### config.mk
export PLATFORM = sky130hd
export DESIGN_NAME = sm4_key_ram
export DESIGN_NICKNAME = d
export VERILOG_FILES = /design/src/design/sm4_pkg.sv /design/src/design/sm4_key_ram.sv
export SDC_FILE = /design/constraint.sdc
export NUM_CORES = 1
export LEC_CHECK = 0
export BUFFER_PORTS_ARGS = -buffer_cell sky130_fd_sc_hd__buf_2
export CAP_MARGIN = 20
export CORE_ASPECT_RATIO = 1.2
export CORE_MARGIN = 2
export CORE_UTILIZATION = 45
export DETAILED_ROUTE_END_ITERATION = 12
export PLACE_DENSITY = 0.61
export SETUP_SLACK_MARGIN = 0.2
export SLEW_MARGIN = 20
export SYNTH_ARGS = -nofsm -noshare
export SYNTH_HDL_FRONTEND = slang
export SYNTH_SLANG_ARGS = --single-unit
### constraint.sdc
create_clock -name clk -period 2.5 [get_ports clk]
set_input_delay 0.25 -clock clk [delete_from_list [all_inputs] [get_ports clk]]
set_output_delay 0.25 -clock clk [all_outputs]
set_load 0.02 [all_outputs]
### src/design/sm4_pkg.sv
// Package with SM4 constants, S-box and round helper functions.
`timescale 1ns / 1ps
package sm4_pkg;

    localparam int NumRounds = 32;
    localparam int RoundBits = 5;
    localparam int KeyRegBits = 2;

    localparam logic [1:0] CFG_KEY_WORD_0 = 2'd0;
    localparam logic [1:0] CFG_KEY_WORD_1 = 2'd1;
    localparam logic [1:0] CFG_KEY_WORD_2 = 2'd2;
    localparam logic [1:0] CFG_KEY_WORD_3 = 2'd3;

    localparam logic [31:0] FK0 = 32'ha3b1bac6;
    localparam logic [31:0] FK1 = 32'h56aa3350;
    localparam logic [31:0] FK2 = 32'h677d9197;
    localparam logic [31:0] FK3 = 32'hb27022dc;

    typedef logic [127:0] state_t;

    function automatic logic [7:0] sbox(input logic [7:0] a);
        logic [7:0] r;
        case (a)
            8'h00: r = 8'hd6; 8'h01: r = 8'h90; 8'h02: r = 8'he9; 8'h03: r = 8'hfe;
            8'h04: r = 8'hcc; 8'h05: r = 8'he1; 8'h06: r = 8'h3d; 8'h07: r = 8'hb7;
            8'h08: r = 8'h16; 8'h09: r = 8'hb6; 8'h0a: r = 8'h14; 8'h0b: r = 8'hc2;
            8'h0c: r = 8'h28; 8'h0d: r = 8'hfb; 8'h0e: r = 8'h2c; 8'h0f: r = 8'h05;
            8'h10: r = 8'h2b; 8'h11: r = 8'h67; 8'h12: r = 8'h9a; 8'h13: r = 8'h76;
            8'h14: r = 8'h2a; 8'h15: r = 8'hbe; 8'h16: r = 8'h04; 8'h17: r = 8'hc3;
            8'h18: r = 8'haa; 8'h19: r = 8'h44; 8'h1a: r = 8'h13; 8'h1b: r = 8'h26;
            8'h1c: r = 8'h49; 8'h1d: r = 8'h86; 8'h1e: r = 8'h06; 8'h1f: r = 8'h99;
            8'h20: r = 8'h9c; 8'h21: r = 8'h42; 8'h22: r = 8'h50; 8'h23: r = 8'hf4;
            8'h24: r = 8'h91; 8'h25: r = 8'hef; 8'h26: r = 8'h98; 8'h27: r = 8'h7a;
            8'h28: r = 8'h33; 8'h29: r = 8'h54; 8'h2a: r = 8'h0b; 8'h2b: r = 8'h43;
            8'h2c: r = 8'hed; 8'h2d: r = 8'hcf; 8'h2e: r = 8'hac; 8'h2f: r = 8'h62;
            8'h30: r = 8'he4; 8'h31: r = 8'hb3; 8'h32: r = 8'h1c; 8'h33: r = 8'ha9;
            8'h34: r = 8'hc9; 8'h35: r = 8'h08; 8'h36: r = 8'he8; 8'h37: r = 8'h95;
            8'h38: r = 8'h80; 8'h39: r = 8'hdf; 8'h3a: r = 8'h94; 8'h3b: r = 8'hfa;
            8'h3c: r = 8'h75; 8'h3d: r = 8'h8f; 8'h3e: r = 8'h3f; 8'h3f: r = 8'ha6;
            8'h40: r = 8'h47; 8'h41: r = 8'h07; 8'h42: r = 8'ha7; 8'h43: r = 8'hfc;
            8'h44: r = 8'hf3; 8'h45: r = 8'h73; 8'h46: r = 8'h17; 8'h47: r = 8'hba;
            8'h48: r = 8'h83; 8'h49: r = 8'h59; 8'h4a: r = 8'h3c; 8'h4b: r = 8'h19;
            8'h4c: r = 8'he6; 8'h4d: r = 8'h85; 8'h4e: r = 8'h4f; 8'h4f: r = 8'ha8;
            8'h50: r = 8'h68; 8'h51: r = 8'h6b; 8'h52: r = 8'h81; 8'h53: r = 8'hb2;
            8'h54: r = 8'h71; 8'h55: r = 8'h64; 8'h56: r = 8'hda; 8'h57: r = 8'h8b;
            8'h58: r = 8'hf8; 8'h59: r = 8'heb; 8'h5a: r = 8'h0f; 8'h5b: r = 8'h4b;
            8'h5c: r = 8'h70; 8'h5d: r = 8'h56; 8'h5e: r = 8'h9d; 8'h5f: r = 8'h35;
            8'h60: r = 8'h1e; 8'h61: r = 8'h24; 8'h62: r = 8'h0e; 8'h63: r = 8'h5e;
            8'h64: r = 8'h63; 8'h65: r = 8'h58; 8'h66: r = 8'hd1; 8'h67: r = 8'ha2;
            8'h68: r = 8'h25; 8'h69: r = 8'h22; 8'h6a: r = 8'h7c; 8'h6b: r = 8'h3b;
            8'h6c: r = 8'h01; 8'h6d: r = 8'h21; 8'h6e: r = 8'h78; 8'h6f: r = 8'h87;
            8'h70: r = 8'hd4; 8'h71: r = 8'h00; 8'h72: r = 8'h46; 8'h73: r = 8'h57;
            8'h74: r = 8'h9f; 8'h75: r = 8'hd3; 8'h76: r = 8'h27; 8'h77: r = 8'h52;
            8'h78: r = 8'h4c; 8'h79: r = 8'h36; 8'h7a: r = 8'h02; 8'h7b: r = 8'he7;
            8'h7c: r = 8'ha0; 8'h7d: r = 8'hc4; 8'h7e: r = 8'hc8; 8'h7f: r = 8'h9e;
            8'h80: r = 8'hea; 8'h81: r = 8'hbf; 8'h82: r = 8'h8a; 8'h83: r = 8'hd2;
            8'h84: r = 8'h40; 8'h85: r = 8'hc7; 8'h86: r = 8'h38; 8'h87: r = 8'hb5;
            8'h88: r = 8'ha3; 8'h89: r = 8'hf7; 8'h8a: r = 8'hf2; 8'h8b: r = 8'hce;
            8'h8c: r = 8'hf9; 8'h8d: r = 8'h61; 8'h8e: r = 8'h15; 8'h8f: r = 8'ha1;
            8'h90: r = 8'he0; 8'h91: r = 8'hae; 8'h92: r = 8'h5d; 8'h93: r = 8'ha4;
            8'h94: r = 8'h9b; 8'h95: r = 8'h34; 8'h96: r = 8'h1a; 8'h97: r = 8'h55;
            8'h98: r = 8'had; 8'h99: r = 8'h93; 8'h9a: r = 8'h32; 8'h9b: r = 8'h30;
            8'h9c: r = 8'hf5; 8'h9d: r = 8'h8c; 8'h9e: r = 8'hb1; 8'h9f: r = 8'he3;
            8'ha0: r = 8'h1d; 8'ha1: r = 8'hf6; 8'ha2: r = 8'he2; 8'ha3: r = 8'h2e;
            8'ha4: r = 8'h82; 8'ha5: r = 8'h66; 8'ha6: r = 8'hca; 8'ha7: r = 8'h60;
            8'ha8: r = 8'hc0; 8'ha9: r = 8'h29; 8'haa: r = 8'h23; 8'hab: r = 8'hab;
            8'hac: r = 8'h0d; 8'had: r = 8'h53; 8'hae: r = 8'h4e; 8'haf: r = 8'h6f;
            8'hb0: r = 8'hd5; 8'hb1: r = 8'hdb; 8'hb2: r = 8'h37; 8'hb3: r = 8'h45;
            8'hb4: r = 8'hde; 8'hb5: r = 8'hfd; 8'hb6: r = 8'h8e; 8'hb7: r = 8'h2f;
            8'hb8: r = 8'h03; 8'hb9: r = 8'hff; 8'hba: r = 8'h6a; 8'hbb: r = 8'h72;
            8'hbc: r = 8'h6d; 8'hbd: r = 8'h6c; 8'hbe: r = 8'h5b; 8'hbf: r = 8'h51;
            8'hc0: r = 8'h8d; 8'hc1: r = 8'h1b; 8'hc2: r = 8'haf; 8'hc3: r = 8'h92;
            8'hc4: r = 8'hbb; 8'hc5: r = 8'hdd; 8'hc6: r = 8'hbc; 8'hc7: r = 8'h7f;
            8'hc8: r = 8'h11; 8'hc9: r = 8'hd9; 8'hca: r = 8'h5c; 8'hcb: r = 8'h41;
            8'hcc: r = 8'h1f; 8'hcd: r = 8'h10; 8'hce: r = 8'h5a; 8'hcf: r = 8'hd8;
            8'hd0: r = 8'h0a; 8'hd1: r = 8'hc1; 8'hd2: r = 8'h31; 8'hd3: r = 8'h88;
            8'hd4: r = 8'ha5; 8'hd5: r = 8'hcd; 8'hd6: r = 8'h7b; 8'hd7: r = 8'hbd;
            8'hd8: r = 8'h2d; 8'hd9: r = 8'h74; 8'hda: r = 8'hd0; 8'hdb: r = 8'h12;
            8'hdc: r = 8'hb8; 8'hdd: r = 8'he5; 8'hde: r = 8'hb4; 8'hdf: r = 8'hb0;
            8'he0: r = 8'h89; 8'he1: r = 8'h69; 8'he2: r = 8'h97; 8'he3: r = 8'h4a;
            8'he4: r = 8'h0c; 8'he5: r = 8'h96; 8'he6: r = 8'h77; 8'he7: r = 8'h7e;
            8'he8: r = 8'h65; 8'he9: r = 8'hb9; 8'hea: r = 8'hf1; 8'heb: r = 8'h09;
            8'hec: r = 8'hc5; 8'hed: r = 8'h6e; 8'hee: r = 8'hc6; 8'hef: r = 8'h84;
            8'hf0: r = 8'h18; 8'hf1: r = 8'hf0; 8'hf2: r = 8'h7d; 8'hf3: r = 8'hec;
            8'hf4: r = 8'h3a; 8'hf5: r = 8'hdc; 8'hf6: r = 8'h4d; 8'hf7: r = 8'h20;
            8'hf8: r = 8'h79; 8'hf9: r = 8'hee; 8'hfa: r = 8'h5f; 8'hfb: r = 8'h3e;
            8'hfc: r = 8'hd7; 8'hfd: r = 8'hcb; 8'hfe: r = 8'h39; 8'hff: r = 8'h48;
            default: r = 8'h00;
        endcase
        return r;
    endfunction

    function automatic logic [31:0] sub_word(input logic [31:0] v);
        return {sbox(v[31:24]), sbox(v[23:16]), sbox(v[15:8]), sbox(v[7:0])};
    endfunction

    function automatic logic [31:0] rotl(input logic [31:0] v, input int n);
        return (v << n) | (v >> (32 - n));
    endfunction

    // CK byte j of round i is (4*i + j) * 7 mod 256
    function automatic logic [31:0] ck_word(input logic [RoundBits-1:0] i);
        logic [7:0] b0;
        b0 = 8'({i, 2'b00}) * 8'd7;
        return {b0, b0 + 8'd7, b0 + 8'd14, b0 + 8'd21};
    endfunction

endpackage

### src/design/sm4_key_ram.sv
// Round key store, 32 words, one write and one registered read port.
`timescale 1ns / 1ps
module sm4_key_ram
    import sm4_pkg::*;
(
    input  logic                 clk,
    input  logic                 we,
    input  logic [RoundBits-1:0] waddr,
    input  logic [31:0]          wdata,
    input  logic [RoundBits-1:0] raddr,
    output logic [31:0]          rdata
);
    logic [31:0] mem [NumRounds];

    always_ff @(posedge clk)
    begin
        if (we)
            mem[waddr] <= wdata;
        rdata <= mem[raddr];
    end
endmodule

* Word level (Yosys, flattened, before mapping) *
Memories as Yosys holds them, arrays and structs flattened. A register that Yosys moved wholly into a read port is not among the register bits.
Index checks and enable logic that the tools add are counted.

cells by class
  multiplexer cells = 2

operator list
  operator           number
  two-way mux 1 bit  2

word-level totals
  register bits after elaboration = 0
  memory bits (writable) = 1,024
  input bits = 44
  word-level logic and storage cells = 3
  memories kept = 1

memory list
  memory  words  bits a word  rd ports  clocked after Yosys merged registers in  wr ports  line               RTL
  mem     32     32           1         1                                        1         sm4_key_ram.sv:13  logic [31:0] mem [NumRounds];

* Depth between registers and ports, before layout *
Gate-level depths: netlist of run 1.

  depth after elaboration = 2
  depth in mapped cells = 8
  mapped depth without buffers = 5

* Worst setup path before layout of run 1 *
OpenSTA, ideal clock, no wires.

  path type = input -> register
  from = input waddr[1]
  to = memory mem[12][0] (enable)
  setup time = 0.421 ns
  arrival time = 2.263 ns
  slack = -0.184 ns
  stages = 3
  path buffers = 1
  cells stage by stage = or3b_2 -> clkbuf_1 -> nor2_1

RTL lines
  item         line               RTL
  from (decl)  sm4_key_ram.sv:8   input logic [RoundBits-1:0] waddr,
  to (decl)    sm4_key_ram.sv:13

Straight into the memory's write port.

* Final worst setup path of run 1 *
  from = register rdata[13], read port of mem
  to = output rdata[13]

RTL lines
  item         line               RTL
  from (decl)  sm4_key_ram.sv:11  output logic [31:0] rdata

No word-level cell between the ends.

==> results of run 1 <==
final cells by class:
class / count / area share, %
sequential: 1056 / 67.3
multi-input combinational: 1077 / 18.5
clock buffer: 134 / 5.79
timing repair buffer: 192 / 3.97
tap: 1159 / 3.11
clock inverter: 49 / 1.33
antenna: 1 / 0.00537
worst paths after layout:
| path | startpoint | to | cells past startpoint |
|---|---|---|---|
| worst max-delay path | rdata[13]$_DFF_P_ | rdata[13] | 1 |
| worst min-delay path | wdata[27] | mem[22][27]$_DFFE_PP_ | 1 |
| worst max register to register | mem[7][15]$_DFFE_PP_ | rdata[15]$_DFF_P_ | 5 |
| worst min register to register | mem[16][28]$_DFFE_PP_ | rdata[28]$_DFF_P_ | 4 |
metal layers:
metal  vias up  global-route usage [%]
li1       9330                       -
met1     11100                    28.5
met2       604                    36.5
met3       118                    2.38
met4         2                    5.75
met5         -                       0
power groups by stage:
stage | Sequential, mW | Combinational [mW] | Clock, mW
finish | 19.8 | 1.97 | 15.2
global route | 19.8 | 2.11 | 16.2
CTS | 19.8 | 1.98 | 15.5
detailed placement | 20.2 | 1.98 | 0
global placement | 20.2 | 1.94 | 0
floorplan | 20.2 | 1.02 | 0
registers in the layout, indices dropped and copies added (netlist names):
register  flops
mem        1024
rdata        32
synthesized netlist by cell type:
master	count	area share, %
edfxtp_1	1024	76
mux2i_1	512	13
nand2_1	98	0.91
nand3_1	98	1.2
a21oi_1	96	1.2
a22oi_1	96	1.8
a22o_1	64	1.4
clkbuf_1	46	0.43
nor2_1	34	0.32
buf_4	33	0.61
a31oi_1	32	0.49
dfxtp_1	32	1.6
nor3_1	32	0.40
buf_2	26	0.32
buf_6	15	0.42
buf_1	5	0.046
nand3b_1	5	0.093
or3b_2	3	0.065
clkbuf_4	2	0.037
nand2b_1	2	0.031
and2_1	1	0.015
and2b_1	1	0.019
nor2b_1	1	0.015
or2_2	1	0.015
or3_1	1	0.015
kinds of logic after synthesis:
logic type / after synthesis / synth area share [%]
AND/OR/NAND/NOR: 277 / 3.10
AO/OA/AOI/OAI: 288 / 4.85
multiplexers: 512 / 12.7
flip-flops: 1056 / 77.5
buffers and inverters: 127 / 1.86
==> results.py, run 1 <==
metrics = {
    "pwr": {
        "intPower_mw": 29.3,
        "max-vdd-ir-drop_v": 0.000493,
        "power.switching_mw": 7.72,
        "clkPwrFrac_pct": 41.2,
        "sw_frac_of_total_pct": 20.9,
        "power_density_nw_per_um2": 794,
        "total_leakage_power_nw": 16.3,
        "power_mw": 37.0,
        "combinationalPowerShare_pct": 5.3,
        "pwr-share-seq_pct": 53.5,
    },
    "clocking": {
        "clockBufferDepth": 3,
        "cts_buffers": 97,
        "cts_setup_buffers": 0,
        "cts_sinks": 1056,
        "cts_root_buf": "clkbuf_16",
        "ctsHoldBuffers": 0,
        "cts.repair.resized": 0,
        "htree_levels": 3,
        "cts.clk_slew.worst_paths_ns": 0.06,
        "cts_tree": "built",
        "clkLatencyLatePin_ns": 0.66,
    },
    "setup_path": {
        "critPathMaxFanout": 1,
        "setup.worst_path.class": "reg2out",
        "crit_family": "flip-flops",
        "cp_num_buf_inv": 1,
        "rrSetupSlack_ns": 1.10,
        "startpoint_type": "register",
        "slowest_delay_ns": 0.46,
        "crit_arrival_ns": 1.36,
        "crit_required_ns": 2.25,
        "crit_slowest_cell": "dfxtp_1",
        "worst_setup_path_end_kind": "output pin",
        "path_cells": "buf_2",
    },
    "cells_and_area": {
        "drive_above_1_share_pct": 15.5,
        "multi_input_area_um2": 8610,
        "instances_no_fill": 3668,
        "fill_cells": 7095,
        "seq_area_um2": 31400,
        "final_area_um2": 46600,
        "post-route-util_pct": 52.3,
        "final_cell_mix": "1024 x edfxtp_1, 512 x mux2i_1, 98 x nand3_1, 98 x clkbuf_16, 97 x nand2_1",
        "area_delta_synth_final_pct": 15.2,
        "nets": 2468,
        "layout_commonest_cell": "edfxtp_1",
    },
    "die": {
        "dieArea_um2": 92400,
        "die_w_um": 278,
        "fp-row-count": 120,
        "die_h_um": 333,
        "core-area_um2": 89200,
        "io_pins": 76,
        "initial_core_util_pct": 45.4,
    },
    "placed_design": {
        "post_dp_cell_area_um2": 43300,
        "gp_congestion": 0.771,
        "preCtsSetupSlack_ns": 0.384,
        "port_buffers": 75,
        "place_inst": 3484,
        "dpl.hpwl_um": 54600,
    },
    "status": {
        "status": "completed",
    },
    "drt": {
        "totalWireLength_um": 98000,
        "vias": 21100,
        "wl_met3_um": 4590,
        "antenna_left": 0,
        "drt-wirelength-per-cell_um": 26.7,
        "dr.max_layer_used": "met5",
        "drt-initial-drc-count": 1854,
        "drc_errors": 0,
        "firstDrtPassIters": 5,
        "wl_met1_um": 41300,
        "routed_via_density": 5.76,
        "met2_length_um": 50000,
    },
    "sta": {
        "hold_viol_final": 0,
        "timing.final.ws_setup_ns": 0.894,
        "max_freq_ghz": 0.623,
        "worstMarginPinSlew_ns": 0.684,
        "hold_slack_ns": 0.0802,
        "fin_skew_ns": 0.0207,
        "fin_crit_sh_pct": 64.2,
        "max_slew_margin_pct": 54.4,
        "maxSlewViolCount": 0,
        "fin_tns_setup_ns": 0,
        "rsz0062_at_grt": "no",
        "setup_viol": 0,
        "period_minus_slack_ns": 1.61,
    },
    "logic_synthesis": {
        "syn-cell-area_um2": 40500,
        "yosysUniqueCellTypes": 25,
        "syn_avg_cell_area_um2": 17.9,
        "syn_nets": 2304,
        "ys_warn_count": 0,
        "yosysSeqAreaShare_pct": 77.5,
        "ys_ff_latch": 1056,
        "netlist_instances": 2260,
    },
    "global_routing": {
        "grt_max_degree": 53,
        "grt_pass1_wl_um": 144000,
        "grt_overflow": 0,
        "first_global_vias": 21400,
        "grtUsageTotal_pct": 21.2,
        "antenna_found_initial": 4,
    },
    "worst_hold_path": {
        "min_path_type": "in2reg",
    },
    "flow_run": {
        "cap_violations": 0,
    },
}
Note: power is estimated with default switching activity, not from simulation.
==> run 2: changes to the inputs <==
Clock period 2.5 ns to 1.38 ns, I/O delays scaled along.
==> results.py, run 2 (same netlist as run 1, synthesis figures left out) <==
metrics = {
    "status": {
        "status": "completed",
    },
    "sta": {
        "max_slew_margin_pct": 57.7,
        "maxSlewViolCount": 0,
        "fin_skew_ns": 0.0231,
        "hold_viol_final": 0,
        "worstMarginPinSlew_ns": 0.635,
        "period_minus_slack_ns": 1.36,
        "fin_crit_sh_pct": 98.2,
        "setup_viol": 0,
        "fin_tns_setup_ns": 0,
        "rsz0062_at_grt": "yes",
        "timing.final.ws_setup_ns": 0.0242,
        "max_freq_ghz": 0.738,
        "hold_slack_ns": 0.0320,
    },
    "cells_and_area": {
        "drive_above_1_share_pct": 22.6,
        "largest_reg_flops": 1024,
        "layout_commonest_cell": "edfxtp_1",
        "final_cell_mix": "1024 x edfxtp_1, 512 x mux2i_1, 154 x buf_4, 102 x buf_12, 98 x clkbuf_16",
        "top_register": "mem",
        "area_delta_synth_final_pct": 21.4,
        "nets": 2637,
        "top_regs": "mem: 1024 flops, rdata: 32 flops",
        "final_area_um2": 49100,
    },
    "placed_design": {
        "gp_congestion": 0.813,
        "post_dp_cell_area_um2": 45100,
        "dpl.hpwl_um": 65300,
        "port_buffers": 75,
        "preCtsSetupSlack_ns": -0.520,
    },
    "setup_path": {
        "startpoint_type": "register",
        "r2r_cells": 5,
        "setup.worst_path.class": "reg2reg",
        "crit_slowest_cell": "edfxtp_1",
        "startpoint": "mem[5][7]$_DFFE_PP_",
        "slowest_delay_ns": 0.38,
        "crit_required_ns": 1.91,
        "critPathMaxFanout": 1,
        "rr_endpoint": "rdata[7]$_DFF_P_",
        "r2r-start": "mem[5][7]$_DFFE_PP_",
        "path_cells": "mux2i_1 > a22o_1 > nor3_2 > a31oi_2 > nand3_2",
        "worst_setup_path_end_kind": "register",
        "crit_arrival_ns": 1.88,
        "rrSetupSlack_ns": 0.02,
    },
    "global_routing": {
        "grt_overflow": 0,
        "antenna_found_initial": 5,
        "grt_max_degree": 34,
        "grtUsageTotal_pct": 22.8,
        "grt_pass1_wl_um": 153000,
        "first_global_vias": 22700,
    },
    "drt": {
        "routed_via_density": 5.77,
        "firstDrtPassIters": 6,
        "drt-initial-drc-count": 1950,
        "drc_errors": 0,
        "vias": 22100,
        "drt-wirelength-per-cell_um": 27.5,
        "antenna_left": 0,
        "totalWireLength_um": 106000,
    },
    "die": {
        "io_pins": 76,
        "fp-row-count": 120,
        "dieArea_um2": 92400,
        "core-area_um2": 89200,
        "die_w_um": 278,
        "initial_core_util_pct": 45.4,
        "die_h_um": 333,
    },
    "clocking": {
        "cts_sinks": 1056,
        "cts_tree": "built",
        "clockBufferDepth": 3,
        "htree_levels": 3,
        "cts_buffers": 98,
        "cts.clk_slew.worst_paths_ns": 0.06,
        "clkLatencyLatePin_ns": 0.69,
        "cts_root_buf": "clkbuf_16",
    },
    "worst_hold_path": {
        "min_from": "wdata[18]",
        "holdPathEnd": "mem[22][18]$_DFFE_PP_",
        "hold_depth": 1,
        "min_path_type": "in2reg",
    },
    "pwr": {
        "total_leakage_power_nw": 17.4,
        "max-vdd-ir-drop_v": 0.000934,
        "power_density_nw_per_um2": 1370,
    },
    "flow_run": {
        "cap_violations": 0,
    },
}
-- run 2: final cells by class --
class,instances,area [µm²]
clock buffer,121,2580
multi-input combinational,1077,8970
timing repair buffer,360,4070
clock inverter,60,603
antenna,3,7.51
tap,1159,1450
sequential,1056,31500
fill,6857,40000
-- run 2: power by group --
part	leakage [nW]	total [mW]	switching, mW	internal [mW]
combinational	6.32	4.35	2.57	1.78
sequential	9.50	35.9	0.228	35.7
clock	1.55	26.9	11.7	15.2
total	17.4	67.2	14.5	52.7
-- run 2: worst max path at each step --
stage | endpoint | slack [ns] | cells past startpoint
after detailed placement | rdata[7]$_DFF_P_ | -0.52 | 8
final | rdata[7]$_DFF_P_ | 0.02 | 5
after CTS | rdata[1] | -0.003 | 1
after global routing | rdata[19]$_DFF_P_ | -0.03 | 6
after floorplan | mem[10][0]$_DFFE_PP_ | -0.44 | 2
after global placement | rdata[7]$_DFF_P_ | -0.55 | 8
-- run 2: metal layers --
layer	routed length, µm	track usage (%)	share of wire [%]
met5	29	0	0.027
met2	51500	37.4	49
met1	43200	30.2	41
met4	3920	9.10	3.7
met3	6930	4.27	6.6
-- run 2: per-stage QoR --
step / utilization, % / total power [mW] / std cells
final: 55.1 / 67.2 / 3836
after global routing: 55.1 / 69.2 / 3835
after CTS: 55.0 / 67.6 / 3833
after detailed placement: 50.5 / 40.6 / 3623
after global placement: 50.5 / 40.5 / 3623
after floorplan: - / 38.6 / 2260
-- run 2: critical path, delay by kind of cell, from the launching register on --
family,cells,cell delay [ns]
muxes,1,0.15
and+or+nand+nor,2,0.25
AOI/OAI and AO/OA,2,0.43
DFF,1,0.38
-- run 2: what timing repair did --
action / CTS / global route
buffers inserted: 0 / 0
hold buffers: 29 / 0
resized for setup: 148 / 14
setup endpoints to repair: 51 / 64
endpoints found under the hold margin: 895 / 0
pin swaps: 29 / 45
cloned: 0 / 0
==> run 3: changes to the inputs <==
Settings changed: GPL_TIMING_DRIVEN set to 0, PLACE_DENSITY 0.61 to unset, RECOVER_POWER set to 25.
==> results.py, run 3 (same netlist as run 1, synthesis figures left out) <==
metrics = {
    "drt": {
        "totalWireLength_um": 102000,
        "vias": 21300,
        "antenna_left": 0,
        "firstDrtPassIters": 5,
        "drt-initial-drc-count": 1739,
        "routed_via_density": 5.63,
        "drc_errors": 0,
        "drt-wirelength-per-cell_um": 27.0,
    },
    "status": {
        "violations": "max-capacitance violations, max-slew violations",
        "status": "finished with violations",
    },
    "clocking": {
        "cts.clk_slew.worst_paths_ns": 0.06,
        "cts_sinks": 1056,
        "cts_tree": "built",
        "cts_buffers": 99,
        "htree_levels": 3,
        "cts_root_buf": "clkbuf_16",
        "clkLatencyLatePin_ns": 0.67,
        "clockBufferDepth": 3,
    },
    "pwr": {
        "pwr-share-seq_pct": 52.5,
        "sw_frac_of_total_pct": 21.2,
        "clkPwrFrac_pct": 41.0,
        "power_mw": 68.2,
        "combinationalPowerShare_pct": 6.5,
        "max-vdd-ir-drop_v": 0.000993,
        "total_leakage_power_nw": 17.2,
        "power.switching_mw": 14.5,
        "power_density_nw_per_um2": 1390,
        "intPower_mw": 53.8,
    },
    "setup_path": {
        "startpoint": "mem[6][8]$_DFFE_PP_",
        "r2r-start": "mem[6][8]$_DFFE_PP_",
        "crit_slowest_cell": "edfxtp_1",
        "critPathCapture": "rdata[8]$_DFF_P_",
        "path_cells": "mux2i_1 > a22o_1 > nor3_4 > a31oi_4 > nand3_2",
        "startpoint_type": "register",
        "slowest_delay_ns": 0.36,
        "setup.worst_path.class": "reg2reg",
        "critPathMaxFanout": 1,
        "rrSetupSlack_ns": 0.01,
        "crit_arrival_ns": 1.88,
        "crit_required_ns": 1.89,
        "r2r_cells": 5,
        "worst_setup_path_end_kind": "register",
        "rr_endpoint": "rdata[8]$_DFF_P_",
    },
    "cells_and_area": {
        "top_regs": "mem: 1024 flops, rdata: 32 flops",
        "layout_commonest_cell": "edfxtp_1",
        "area_delta_synth_final_pct": 21.3,
        "nets": 2590,
        "largest_reg_flops": 1024,
        "top_register": "mem",
        "post-route-util_pct": 55.1,
        "final_cell_mix": "1024 x edfxtp_1, 511 x mux2i_1, 102 x clkbuf_16, 97 x nand2_1, 96 x a21oi_1",
        "drive_above_1_share_pct": 21.8,
    },
    "sta": {
        "maxSlewViolCount": 594,
        "worstMarginPinSlew_ns": 1.69,
        "fin_tns_setup_ns": 0,
        "rsz0062_at_grt": "yes",
        "hold_viol_final": 0,
        "fin_skew_ns": 0.0239,
        "max_slew_margin_pct": -12.5,
        "setup_viol": 0,
        "max_freq_ghz": 0.730,
        "period_minus_slack_ns": 1.37,
        "fin_crit_sh_pct": 99.2,
    },
    "global_routing": {
        "grt_overflow": 0,
        "grtUsageTotal_pct": 22.1,
        "first_global_vias": 22200,
        "antenna_found_initial": 2,
        "grt_pass1_wl_um": 148000,
        "grt_max_degree": 33,
    },
    "die": {
        "dieArea_um2": 92400,
        "die_w_um": 278,
        "fp-row-count": 120,
        "initial_core_util_pct": 45.4,
        "io_pins": 76,
        "die_h_um": 333,
        "core-area_um2": 89200,
    },
    "placed_design": {
        "dpl.hpwl_um": 67000,
        "port_buffers": 74,
        "gp_congestion": 0.786,
    },
    "worst_hold_path": {
        "min_path_type": "in2reg",
    },
    "flow_run": {
        "cap_violations": 18,
    },
}
run 3: worst min path at each step:
stage | from | endpoint | slack [ns] | cells after the start
after CTS | wdata[30] | mem[22][30]$_DFFE_PP_ | 0.003 | 1
after global placement | rdata[13]$_DFF_P_ | rdata[13] | 0.56 | 1
after detailed placement | rdata[5]$_DFF_P_ | rdata[5] | 0.55 | 1
after global routing | waddr[2] | mem[7][21]$_DFFE_PP_ | 0.15 | 3
final | waddr[2] | mem[7][21]$_DFFE_PP_ | 0.15 | 3
after floorplan | wdata[0] | mem[0][0]$_DFFE_PP_ | 0.24 | 0
run 3: critical path, delay by kind of cell (launching register included):
family | cells | cell delay, ns
mux | 1 | 0.16
flops | 1 | 0.36
compound gates | 2 | 0.46
simple gates | 2 | 0.22
run 3: routing by layer:
metal / up-vias / global-route usage, % / routed length, µm
met5: - / 0 / 21
met4: 4 / 6.60 / 2200
met3: 149 / 2.56 / 5060
met2: 638 / 40.5 / 54900
met1: 11000 / 27.3 / 40000
li1: 9536 / - / -
run 3: layout make-up:
| cell class | instances | area [µm²] |
|---|---|---|
| clock inverter | 56 | 644 |
| timing repair buffer | 183 | 2320 |
| multi-input combinational | 1079 | 9520 |
| antenna | 1 | 2.50 |
| sequential | 1056 | 31400 |
| clock buffer | 126 | 2680 |
| fill | 6864 | 40100 |
| buffer | 127 | 1050 |
| tap | 1159 | 1450 |
run 3: power by group through the flow:
stage | registers (mW) | clock network, mW | logic (mW)
floorplan | 36.6 | 0 | 1.98
global placement | 36.4 | 0 | 3.74
detailed placement | 36.5 | 0 | 3.86
CTS | 35.8 | 28.3 | 4.41
global route | 35.9 | 29.6 | 4.68
finish | 35.8 | 28.0 | 4.42
run 3: through the flow:
step | cell area (µm²) | std cells | hold slack (ns) | worst slack, ns
floorplan | 41000 | 2260 | 0.237 | -0.442
global placement | 42800 | 3493 | 0.556 | -1.47
global route | 49100 | 3786 | 0.152 | -0.0317
detailed placement | 43600 | 3525 | 0.554 | -1.30
CTS | 48900 | 3781 | 0.00269 | -0.0305
finish | 49100 | 3787 | 0.151 | 0.0109
run 3: repair_timing:
action	CTS	global route
resized for setup	247	27
buffers inserted	60	5
hold buffers	12	0
setup endpoints to repair	818	100
endpoints found under the hold margin	275	0
pin swaps	85	43
cloned	2	0
